==> src/hdl/sgcd_pkg.sv <==
`timescale 1ns / 1ps
`default_nettype none
// ----------------------------------------------------------------------------
// sgcd_pkg
// Shared types and constants of the Savitzky-Golay central-difference filter.
// ----------------------------------------------------------------------------
package sgcd_pkg;

  // Register map, index of each register (byte address is 4x the index)
  localparam logic [2:0] REG_HALF_WIDTH  = 3'd0;
  localparam logic [2:0] REG_BACK_ADD    = 3'd1;
  localparam logic [2:0] REG_COEF_CENTER = 3'd2;

  localparam int CFG_ADDR_W   = 5;   // eight 32-bit registers
  localparam int CFG_DATA_W   = 32;
  localparam int REG_IDX_W    = 3;
  localparam int HW_REG_W     = 3;   // half_width register width
  localparam int COEF_W       = 24;  // signed Q8.16 coefficients
  localparam int NUM_TAP_COEF = 5;   // coef_1 .. coef_5, higher taps are zero
  localparam int COEF_IDX_W   = 3;   // index into centre + tap coefficients
  localparam int OUT_W        = 32;  // saturated result width

  // Control from the sequencer to the shared multiply-accumulate unit
  typedef struct packed {
    logic clr;     // clear the accumulator
    logic issue;   // start one product this cycle
    logic centre;  // product uses the centre sample alone
    logic sub;     // backward sample is subtracted from the forward one
  } mac_ctrl_t;

endpackage
`default_nettype wire

==> src/hdl/sgcd_mac.sv <==
`timescale 1ns / 1ps
`default_nettype none
// ----------------------------------------------------------------------------
// sgcd_mac
// Shared pre-add, multiply and accumulate unit with floor shift and
// saturation of the accumulated sum to 32 bits.
// ----------------------------------------------------------------------------
module sgcd_mac #(
  parameter int SAMPLE_BITS    = 16,
  parameter int COEF_FRAC_BITS = 16,
  parameter int MAX_HALF       = 5
) (
  input  wire logic                               clk_i,
  input  wire logic                               rst_ni,
  input  wire sgcd_pkg::mac_ctrl_t                ctrl_i,
  input  wire logic signed [SAMPLE_BITS-1:0]      fwd_i,
  input  wire logic signed [SAMPLE_BITS-1:0]      bwd_i,
  input  wire logic signed [sgcd_pkg::COEF_W-1:0] coef_i,
  output logic signed [sgcd_pkg::OUT_W-1:0]       result_o
);
  import sgcd_pkg::*;

  localparam int PRE_W  = SAMPLE_BITS + 1;
  localparam int PROD_W = COEF_W + PRE_W;
  localparam int ACC_W  = PROD_W + $clog2(MAX_HALF + 2);

  logic signed [PRE_W-1:0]  fwd_x;
  logic signed [PRE_W-1:0]  bwd_x;
  logic signed [PRE_W-1:0]  pre;
  logic signed [PROD_W-1:0] prod_d;
  logic signed [PROD_W-1:0] prod_q;
  logic                     prod_vld_d;
  logic                     prod_vld_q;
  logic signed [ACC_W-1:0]  acc_d;
  logic signed [ACC_W-1:0]  acc_q;
  logic signed [ACC_W-1:0]  shifted;
  logic [ACC_W-OUT_W:0]     hi_bits;

  // Tap pair pre-add
  assign fwd_x = PRE_W'(fwd_i);
  assign bwd_x = PRE_W'(bwd_i);

  always_comb begin
    if (ctrl_i.centre) begin
      pre = fwd_x;
    end else if (ctrl_i.sub) begin
      pre = fwd_x - bwd_x;
    end else begin
      pre = fwd_x + bwd_x;
    end
  end

  // Product is registered before it reaches the accumulator
  assign prod_d     = coef_i * pre;
  assign prod_vld_d = ctrl_i.issue;

  always_comb begin
    acc_d = acc_q;
    if (ctrl_i.clr) begin
      acc_d = '0;
    end else if (prod_vld_q) begin
      acc_d = acc_q + ACC_W'(prod_q);
    end
  end

  always_ff @(posedge clk_i) begin
    prod_q <= prod_d;
  end

  always_ff @(posedge clk_i or negedge rst_ni) begin
    if (!rst_ni) begin
      prod_vld_q <= 1'b0;
      acc_q      <= '0;
    end else begin
      prod_vld_q <= prod_vld_d;
      acc_q      <= acc_d;
    end
  end

  // Floor shift, then clamp to the signed 32-bit range
  assign shifted = acc_q >>> COEF_FRAC_BITS;
  assign hi_bits = shifted[ACC_W-1:OUT_W-1];

  always_comb begin
    if ((&hi_bits) || !(|hi_bits)) begin
      result_o = shifted[OUT_W-1:0];
    end else if (shifted[ACC_W-1]) begin
      result_o = {1'b1, {(OUT_W-1){1'b0}}};
    end else begin
      result_o = {1'b0, {(OUT_W-1){1'b1}}};
    end
  end

endmodule
`default_nettype wire

==> src/hdl/savgol_central_difference_filter.sv <==
`timescale 1ns / 1ps
`default_nettype none
// ----------------------------------------------------------------------------
// savgol_central_difference_filter
// Savitzky-Golay style central-difference filter over streamed records.
// ----------------------------------------------------------------------------
// Usage:
//   s_axis carries one sample per beat, tlast on the last sample of a record.
//   m_axis carries one filtered value per beat, tlast on the record's last
//   output. Outputs lag the input by M = half_width samples; the last input
//   beat flushes the pending M outputs, the edge sample repeated as padding.
//   The APB port sets half_width, back_add and the Q8.16 coefficients; write
//   it only while no record output is pending.
//   Each output runs through the shared multiply-accumulate unit in the
//   states MAC (M+1 tap-pair products), ADD (accumulate) and FIN (result).
//   No new sample is accepted while an output is being computed. The last
//   beat first shifts in one padding sample per PAD step, then releases
//   its outputs, each through the same MAC, ADD and FIN states.
//   s_axis_tready is high only while the sequencer is idle. A finished value
//   waits in the output register; a stalled receiver holds the sequencer at
//   its result cycle until that register frees up.
//   Reset clears the window, the fill count and the registers to their
//   defaults (half_width 2, back_add 1, coefficients 0).
// ----------------------------------------------------------------------------
module savgol_central_difference_filter #(
  parameter int MAX_HALF       = 5,
  parameter int SAMPLE_BITS    = 16,
  parameter int COEF_FRAC_BITS = 16,
  localparam int IN_TDATA_W    = ((SAMPLE_BITS + 7) / 8) * 8
) (
  input  wire logic                                 clk_i,
  input  wire logic                                 rst_ni,
  // input stream
  input  wire logic                                 s_axis_tvalid,
  output logic                                      s_axis_tready,
  input  wire logic [IN_TDATA_W-1:0]                s_axis_tdata,  // sample
  input  wire logic                                 s_axis_tlast,  // record_end
  // output stream
  output logic                                      m_axis_tvalid,
  input  wire logic                                 m_axis_tready,
  output logic [sgcd_pkg::OUT_W-1:0]                m_axis_tdata,  // filtered
  output logic                                      m_axis_tlast,  // final_output
  // configuration
  input  wire logic                                 psel,
  input  wire logic                                 penable,
  input  wire logic                                 pwrite,
  input  wire logic [sgcd_pkg::CFG_ADDR_W-1:0]      paddr,
  input  wire logic [sgcd_pkg::CFG_DATA_W-1:0]      pwdata,
  output logic [sgcd_pkg::CFG_DATA_W-1:0]           prdata,
  output logic                                      pready
);
  import sgcd_pkg::*;

  localparam int WIN_LEN   = 2 * MAX_HALF + 1;
  localparam int WIN_IDX_W = $clog2(WIN_LEN);
  localparam int HW_W      = $clog2(MAX_HALF + 1);

  // Sequencer states
  localparam logic [2:0] ST_IDLE = 3'd0;
  localparam logic [2:0] ST_PAD  = 3'd1;
  localparam logic [2:0] ST_MAC  = 3'd2;
  localparam logic [2:0] ST_ADD  = 3'd3;
  localparam logic [2:0] ST_FIN  = 3'd4;

  // Configuration registers
  logic [HW_REG_W-1:0]      half_width_q;
  logic                     back_add_q;
  logic signed [COEF_W-1:0] coef_q [NUM_TAP_COEF+1];
  logic [REG_IDX_W-1:0]     reg_idx;
  logic [COEF_IDX_W-1:0]    wr_coef_idx;
  logic                     cfg_wr;

  // Window and sequencer
  logic signed [SAMPLE_BITS-1:0] win_d [WIN_LEN];
  logic signed [SAMPLE_BITS-1:0] win_q [WIN_LEN];
  logic signed [SAMPLE_BITS-1:0] x_d, x_q;
  logic [2:0]                    st_d, st_q;
  logic [HW_W-1:0]               fill_d, fill_q;
  logic                          in_rec_d, in_rec_q;
  logic [HW_W-1:0]               pad_d, pad_q;
  logic [HW_W-1:0]               tail_d, tail_q;
  logic [HW_W-1:0]               k_d, k_q;
  logic                          last_d, last_q;
  logic [HW_W-1:0]               m_eff;
  logic [HW_W-1:0]               fill_sat;
  logic [HW_W-1:0]               fill_new;
  logic                          in_acc;
  logic                          shift_en;
  logic                          fill_all;
  logic signed [SAMPLE_BITS-1:0] shift_val;

  // Output register
  logic                     out_vld_d, out_vld_q;
  logic [OUT_W-1:0]         out_data_d, out_data_q;
  logic                     out_last_d, out_last_q;
  logic                     out_load;

  // MAC operands
  logic [WIN_IDX_W-1:0]          fwd_idx;
  logic [WIN_IDX_W-1:0]          bwd_idx;
  logic [COEF_IDX_W-1:0]         coef_idx;
  logic signed [COEF_W-1:0]      coef_sel;
  logic signed [OUT_W-1:0]       mac_result;
  mac_ctrl_t                     mac_ctrl;

  // ---------------------------------------------------------------------------
  // APB register file
  // ---------------------------------------------------------------------------
  assign pready      = 1'b1;
  assign reg_idx     = paddr[CFG_ADDR_W-1:2];
  assign wr_coef_idx = COEF_IDX_W'(reg_idx - REG_COEF_CENTER);
  assign cfg_wr      = psel && penable && pwrite && pready;

  always_ff @(posedge clk_i or negedge rst_ni) begin
    if (!rst_ni) begin
      half_width_q <= HW_REG_W'(2);
      back_add_q   <= 1'b1;
      for (int i = 0; i <= NUM_TAP_COEF; i++) begin
        coef_q[i] <= '0;
      end
    end else if (cfg_wr) begin
      case (reg_idx)
        REG_HALF_WIDTH: half_width_q <= pwdata[HW_REG_W-1:0];
        REG_BACK_ADD:   back_add_q   <= pwdata[0];
        default:        coef_q[wr_coef_idx] <= pwdata[COEF_W-1:0];
      endcase
    end
  end

  always_comb begin
    case (reg_idx)
      REG_HALF_WIDTH: prdata = CFG_DATA_W'(half_width_q);
      REG_BACK_ADD:   prdata = CFG_DATA_W'(back_add_q);
      default:        prdata = CFG_DATA_W'(unsigned'(coef_q[wr_coef_idx]));
    endcase
  end

  // Effective half width, clamped to 1..MAX_HALF
  always_comb begin
    if (half_width_q == '0) begin
      m_eff = HW_W'(1);
    end else if (int'(half_width_q) > MAX_HALF) begin
      m_eff = HW_W'(MAX_HALF);
    end else begin
      m_eff = HW_W'(half_width_q);
    end
  end

  // ---------------------------------------------------------------------------
  // Sequencer
  // ---------------------------------------------------------------------------
  assign s_axis_tready = (st_q == ST_IDLE);
  assign in_acc        = s_axis_tvalid && s_axis_tready;
  assign fill_sat      = (fill_q > m_eff) ? m_eff : fill_q;
  assign out_load      = (st_q == ST_FIN) && (!out_vld_q || m_axis_tready);

  always_comb begin
    if (!in_rec_q) begin
      fill_new = '0;
    end else if (fill_sat < m_eff) begin
      fill_new = fill_sat + HW_W'(1);
    end else begin
      fill_new = fill_sat;
    end
  end

  always_comb begin
    st_d      = st_q;
    x_d       = x_q;
    fill_d    = fill_q;
    in_rec_d  = in_rec_q;
    pad_d     = pad_q;
    tail_d    = tail_q;
    last_d    = last_q;
    k_d       = '0;
    shift_en  = 1'b0;
    fill_all  = 1'b0;
    shift_val = x_q;
    case (st_q)
      ST_IDLE: begin
        if (in_acc) begin
          x_d       = s_axis_tdata[SAMPLE_BITS-1:0];
          shift_val = s_axis_tdata[SAMPLE_BITS-1:0];
          shift_en  = in_rec_q;
          fill_all  = !in_rec_q;
          if (s_axis_tlast) begin
            // flush: pad with the last sample, then emit fill_new + 1 values
            fill_d   = '0;
            in_rec_d = 1'b0;
            pad_d    = m_eff - fill_new;
            tail_d   = fill_new;
            st_d     = ST_PAD;
          end else begin
            fill_d   = fill_new;
            in_rec_d = 1'b1;
            tail_d   = '0;
            if (fill_new == m_eff) begin
              last_d = 1'b0;
              st_d   = ST_MAC;
            end
          end
        end
      end
      ST_PAD: begin
        if (pad_q != '0) begin
          shift_en = 1'b1;
          pad_d    = pad_q - HW_W'(1);
        end else begin
          last_d = (tail_q == '0);
          st_d   = ST_MAC;
        end
      end
      ST_MAC: begin
        if (k_q == m_eff) begin
          st_d = ST_ADD;
        end else begin
          k_d = k_q + HW_W'(1);
        end
      end
      ST_ADD: begin
        st_d = ST_FIN;
      end
      ST_FIN: begin
        if (out_load) begin
          if (tail_q != '0) begin
            shift_en = 1'b1;
            tail_d   = tail_q - HW_W'(1);
            last_d   = (tail_q == HW_W'(1));
            st_d     = ST_MAC;
          end else begin
            st_d = ST_IDLE;
          end
        end
      end
      default: begin
        st_d = ST_IDLE;
      end
    endcase
  end

  // Window: shift in the newest sample, or fill with the first of a record
  always_comb begin
    win_d = win_q;
    if (fill_all) begin
      for (int j = 0; j < WIN_LEN; j++) begin
        win_d[j] = shift_val;
      end
    end else if (shift_en) begin
      for (int j = 1; j < WIN_LEN; j++) begin
        win_d[j] = win_q[j-1];
      end
      win_d[0] = shift_val;
    end
  end

  always_ff @(posedge clk_i or negedge rst_ni) begin
    if (!rst_ni) begin
      st_q     <= ST_IDLE;
      fill_q   <= '0;
      in_rec_q <= 1'b0;
      pad_q    <= '0;
      tail_q   <= '0;
      k_q      <= '0;
      last_q   <= 1'b0;
      for (int j = 0; j < WIN_LEN; j++) begin
        win_q[j] <= '0;
      end
    end else begin
      st_q     <= st_d;
      fill_q   <= fill_d;
      in_rec_q <= in_rec_d;
      pad_q    <= pad_d;
      tail_q   <= tail_d;
      k_q      <= k_d;
      last_q   <= last_d;
      win_q    <= win_d;
    end
  end

  always_ff @(posedge clk_i) begin
    x_q <= x_d;
  end

  // ---------------------------------------------------------------------------
  // Operand selection for the shared MAC (k = 0 is the centre tap)
  // ---------------------------------------------------------------------------
  assign fwd_idx  = WIN_IDX_W'(m_eff) - WIN_IDX_W'(k_q);
  assign bwd_idx  = WIN_IDX_W'(m_eff) + WIN_IDX_W'(k_q);
  assign coef_idx = COEF_IDX_W'(k_q);

  always_comb begin
    if (int'(k_q) <= NUM_TAP_COEF) begin
      coef_sel = coef_q[coef_idx];
    end else begin
      coef_sel = '0;
    end
  end

  // accumulator is kept while a finished sum waits at the result cycle
  always_comb begin
    if (st_q == ST_FIN) begin
      mac_ctrl.clr = out_load;
    end else begin
      mac_ctrl.clr = (st_q != ST_MAC) && (st_q != ST_ADD);
    end
    mac_ctrl.issue  = (st_q == ST_MAC);
    mac_ctrl.centre = (k_q == '0);
    mac_ctrl.sub    = !back_add_q;
  end

  sgcd_mac #(
    .SAMPLE_BITS   (SAMPLE_BITS),
    .COEF_FRAC_BITS(COEF_FRAC_BITS),
    .MAX_HALF      (MAX_HALF)
  ) u_mac (
    .clk_i   (clk_i),
    .rst_ni  (rst_ni),
    .ctrl_i  (mac_ctrl),
    .fwd_i   (win_q[fwd_idx]),
    .bwd_i   (win_q[bwd_idx]),
    .coef_i  (coef_sel),
    .result_o(mac_result)
  );

  // ---------------------------------------------------------------------------
  // Output register
  // ---------------------------------------------------------------------------
  always_comb begin
    out_vld_d  = out_vld_q && !m_axis_tready;
    out_data_d = out_data_q;
    out_last_d = out_last_q;
    if (out_load) begin
      out_vld_d  = 1'b1;
      out_data_d = mac_result;
      out_last_d = last_q;
    end
  end

  always_ff @(posedge clk_i or negedge rst_ni) begin
    if (!rst_ni) begin
      out_vld_q <= 1'b0;
    end else begin
      out_vld_q <= out_vld_d;
    end
  end

  always_ff @(posedge clk_i) begin
    out_data_q <= out_data_d;
    out_last_q <= out_last_d;
  end

  assign m_axis_tvalid = out_vld_q;
  assign m_axis_tdata  = out_data_q;
  assign m_axis_tlast  = out_last_q;

endmodule
`default_nettype wire
==> config.mk <==
export PLATFORM = sky130hd
export DESIGN_NAME = savgol_central_difference_filter
export DESIGN_NICKNAME = d
export VERILOG_FILES = /design/src/hdl/sgcd_pkg.sv /design/src/hdl/sgcd_mac.sv /design/src/hdl/savgol_central_difference_filter.sv
export SDC_FILE = /design/constraint.sdc
export NUM_CORES = 2
export LEC_CHECK = 0
export ABC_AREA = 0
export CAP_MARGIN = 20
export CORE_ASPECT_RATIO = 1.4
export CORE_MARGIN = 5
export CORE_UTILIZATION = 32
export CTS_BUF_LIST = sky130_fd_sc_hd__clkbuf_4
export DETAILED_ROUTE_END_ITERATION = 10
export DONT_BUFFER_PORTS = 1
export GPL_TIMING_DRIVEN = 0
export PLACE_DENSITY = 0.45
export SYNTH_ARGS = -nofsm -noshare
export SYNTH_HDL_FRONTEND = slang
export SYNTH_SLANG_ARGS = --single-unit
==> constraint.sdc <==
create_clock -name clk_i -period 15.4 [get_ports clk_i]
set_input_delay 0.77 -clock clk_i [delete_from_list [all_inputs] [get_ports clk_i]]
set_output_delay 0.77 -clock clk_i [all_outputs]
set_load 0.005 [all_outputs]
==> results.cfg <==
[status]
status = complete, no violations

[global_routing]
grt_overflow = 0
grt_pass1_vias = 35400
grt_pass1_wl_mm = 225
grt_antenna_before_repair = 7
grt_max_degree = 388
gr-usage-all-layers_pct = 21.6

[logic_synthesis]
netlist_instances = 4370
synthArstFlopShare_pct = 81.8
syn-mean-instance-area_um2 = 9.57
synth_compound_area_share_pct = 11.7
muxShareOfSynthArea_pct = 13.9
synth_top_family_by_area = adder cells
synth-adder-area-share_pct = 24.9
ys_warn_count = 0
synth_most_common_cell = nand2_1
ys_ff_latch = 473
synth_top_cells_by_area = dfrtp_1 23%, fa_1 19%, ha_1 5.5%
ys_top_cells_by_count = 554 x nand2_1, 500 x inv_1, 453 x o21ai_0, 407 x fa_1, 385 x dfrtp_1
synth_top_area_share_pct = 23.0
synthSimpleGateAreaFrac_pct = 12.2
synth_top_flop_cell = dfrtp_1
synthXorXnorAreaFrac_pct = 2.01
seq_area_frac_synth_pct = 28.0
synth_edf_count = 29
syn_area_um2 = 41800
yosysUniqueCellTypes = 85
synth_top_cell_by_area = dfrtp_1

[sta]
worstMarginPinSlew_ns = 1.18
fin_ws_ns = 0.815
fmax_mhz = 68.6
fin_worst_skew_ns = 0.0681
min_period_ns = 14.59
fin_setup_tns_ns = 0
grt_setup_unrepaired = false
max_slew_margin_pct = 21.4
drv_slew = 0
finalCritPeriodShare_pct = 94.7
setup_viol = 0
finalHoldViolations = 0

[detailed_routing]
wl_per_cell_um = 23.3
drtIter0Drc = 2230
drtPass1Iterations = 6
totalWireLength_mm = 150
drc = 0
via_count = 33500
vias_per_cell = 5.21
ant_nets = 0

[setup_path]
worstSetupStartpointType = flip-flop
worst_path_most_repeated_cell = fa_1
cp-end-kind = flip-flop
worstPathArrival_ns = 15.58
max_stage_delay_ns = 0.72
cpMaxStageDelayCell = a221oi_1
worstPathRequired_ns = 16.40
path_class = flip-flop to flip-flop
cp_max_fo = 10

[final_layout]
area_growth_syn_to_layout_pct = 11.3
drive_gt1_share_pct = 13.4
layout.nets = 5228

[floorplan]
fp.dieH_um = 438
io_pins = 129
die_x_um = 316
start_util_pct = 32.1
rows = 157
die_area_um2 = 138000
core-area_um2 = 130000

[cts]
clock_sinks = 473
htreeDepth = 4
postCtsSetupBuffers = 0
numCtsBuffers = 139
clk_latency_ns = 1.17
cts.clk_slew.worst_paths_ns = 0.08
clockRootBuffer = clkbuf_4
tritoncts = built
clk_path_buf_depth = 3

[placement]
pre_cts_slack_ns = 0.809
hpwl_mm = 117
routabilityCongestion = 0.926
port_buffers = 0

[job]
cap_violations = 0

[worst_hold_path]
hp-class = input port to asynchronous set/reset pin
[layout by cell type, fill, tap and decap left out, types with 20 or more instances in the layout]
cell type	synthesis	final
nand2_1	554	554
inv_1	500	500
o21ai_0	453	453
fa_1	407	407
dfrtp_1	385	385
nor2_1	301	299
clkbuf_4	0	206
mux2_2	192	192
ha_1	183	183
clkbuf_1	180	180
mux2i_1	164	164
a21oi_1	146	146
mux4_2	89	89
nand3_1	71	71
xnor2_1	63	63
dfxtp_1	57	57
dlygate4sd3_1	0	47
and2_1	41	41
buf_2	38	38
nor3_1	38	37
a21o_1	33	33
xor2_1	31	31
edfxtp_1	29	29
a31oi_1	26	26
buf_1	23	23
a211oi_1	24	23
clkinv_1	0	23
nand2b_1	22	22
o221ai_1	22	22
or3_1	21	21
buf_4	18	20
nor3_2	19	20
[cell type report]
| type | count | area, um2 |
|---|---|---|
| Fill cell | 13700 | 83900 |
| Multi-Input combinational cell | 3137 | 27200 |
| Sequential cell | 473 | 11700 |
| Tap cell | 1749 | 2190 |
| Inverter | 502 | 1880 |
| Clock buffer | 206 | 1550 |
| Buffer | 265 | 1150 |
| Timing Repair Buffer | 59 | 677 |
| Clock inverter | 41 | 244 |
| Antenna cell | 8 | 20.0 |
[stage by stage]
stage               instance area (um2)  util [%]  hold slack, ns  instances
floorplan                         41900         -           0.415       4377
global placement                  44100      33.8           0.430       6126
global route                      46600      35.7           0.160       6437
detailed placement                44200      33.9           0.438       6134
finish                            46600      35.7           0.181       6440
CTS                               46500      35.6          0.0529       6429
[worst max-delay path: cells and delay by family, from the launching register on]
family	cells	cell delay [ns]
adders and majority gates	10	4.39
xor gates and xnor gates	2	0.25
DFF	1	0.37
muxes	2	0.93
and+or+nand+nor	7	1.40
buffers and inverters	10	2.40
AOI/OAI and AO/OA	12	4.64
[worst paths after layout]
check,startpoint,endpoint,slack [ns],cells after the start
setup reg to reg,coef_idx[1],u_mac.prod_q[35],0.81,43
hold reg to reg,x_q[12],x_q[12],0.45,2
setup / recovery,coef_idx[1],u_mac.prod_q[35],0.81,43
max in group asynchronous,rst_ni,coef_q[59],13.08,4
min in group clk_i,s_axis_tvalid,x_q[2],0.18,4
hold / removal,rst_ni,u_mac.acc_q[12],0.18,2
[cell families (layout without fill, tap and decap cells)]
logic type,after synthesis,after routing
AOI/OAI and AO/OA,845,845
muxes,445,445
DFF,473,473
and+or+nand+nor,1153,1153
other,2,17
adders and majority gates,590,590
xor gates and xnor gates,95,95
buffers and inverters,767,1073
[what timing repair did]
| action | 4_1_cts | 5_1_grt |
|---|---|---|
| endpoints found under the hold margin | 581 | 0 |
| endpoints found under the setup margin | 0 | 0 |
| hold buffers | 48 | 0 |
| resized for setup | 0 | 0 |
[sequential cells by signal (all words and copies together) (netlist names)]
register,count
win_q,176
back_add_q,1
in_rec_q,1
fill_q,3
u_mac.acc_q,44
m_axis_tdata,28
coef_idx,3
u_mac.prod_vld_q,1
u_mac.prod_q,41
m_axis_tlast,1
st_q,3
x_q,16
coef_q,144
pad_q,3
half_width_q,3
m_axis_tvalid,1
tail_q,3
last_q,1
[routing by layer]
layer	wire, um	share of wire (%)	vias up	global-route usage (%)
met5	15	0.010	-	0
met4	7170	4.8	2	9.57
met3	6530	4.3	296	3.54
met2	79200	53	934	39.5
met1	57200	38	17100	24.7
li1	-	-	15200	-
Power is not shown: default switching activity piles up to over one toggle a cycle in this logic, so the estimate is an artifact.
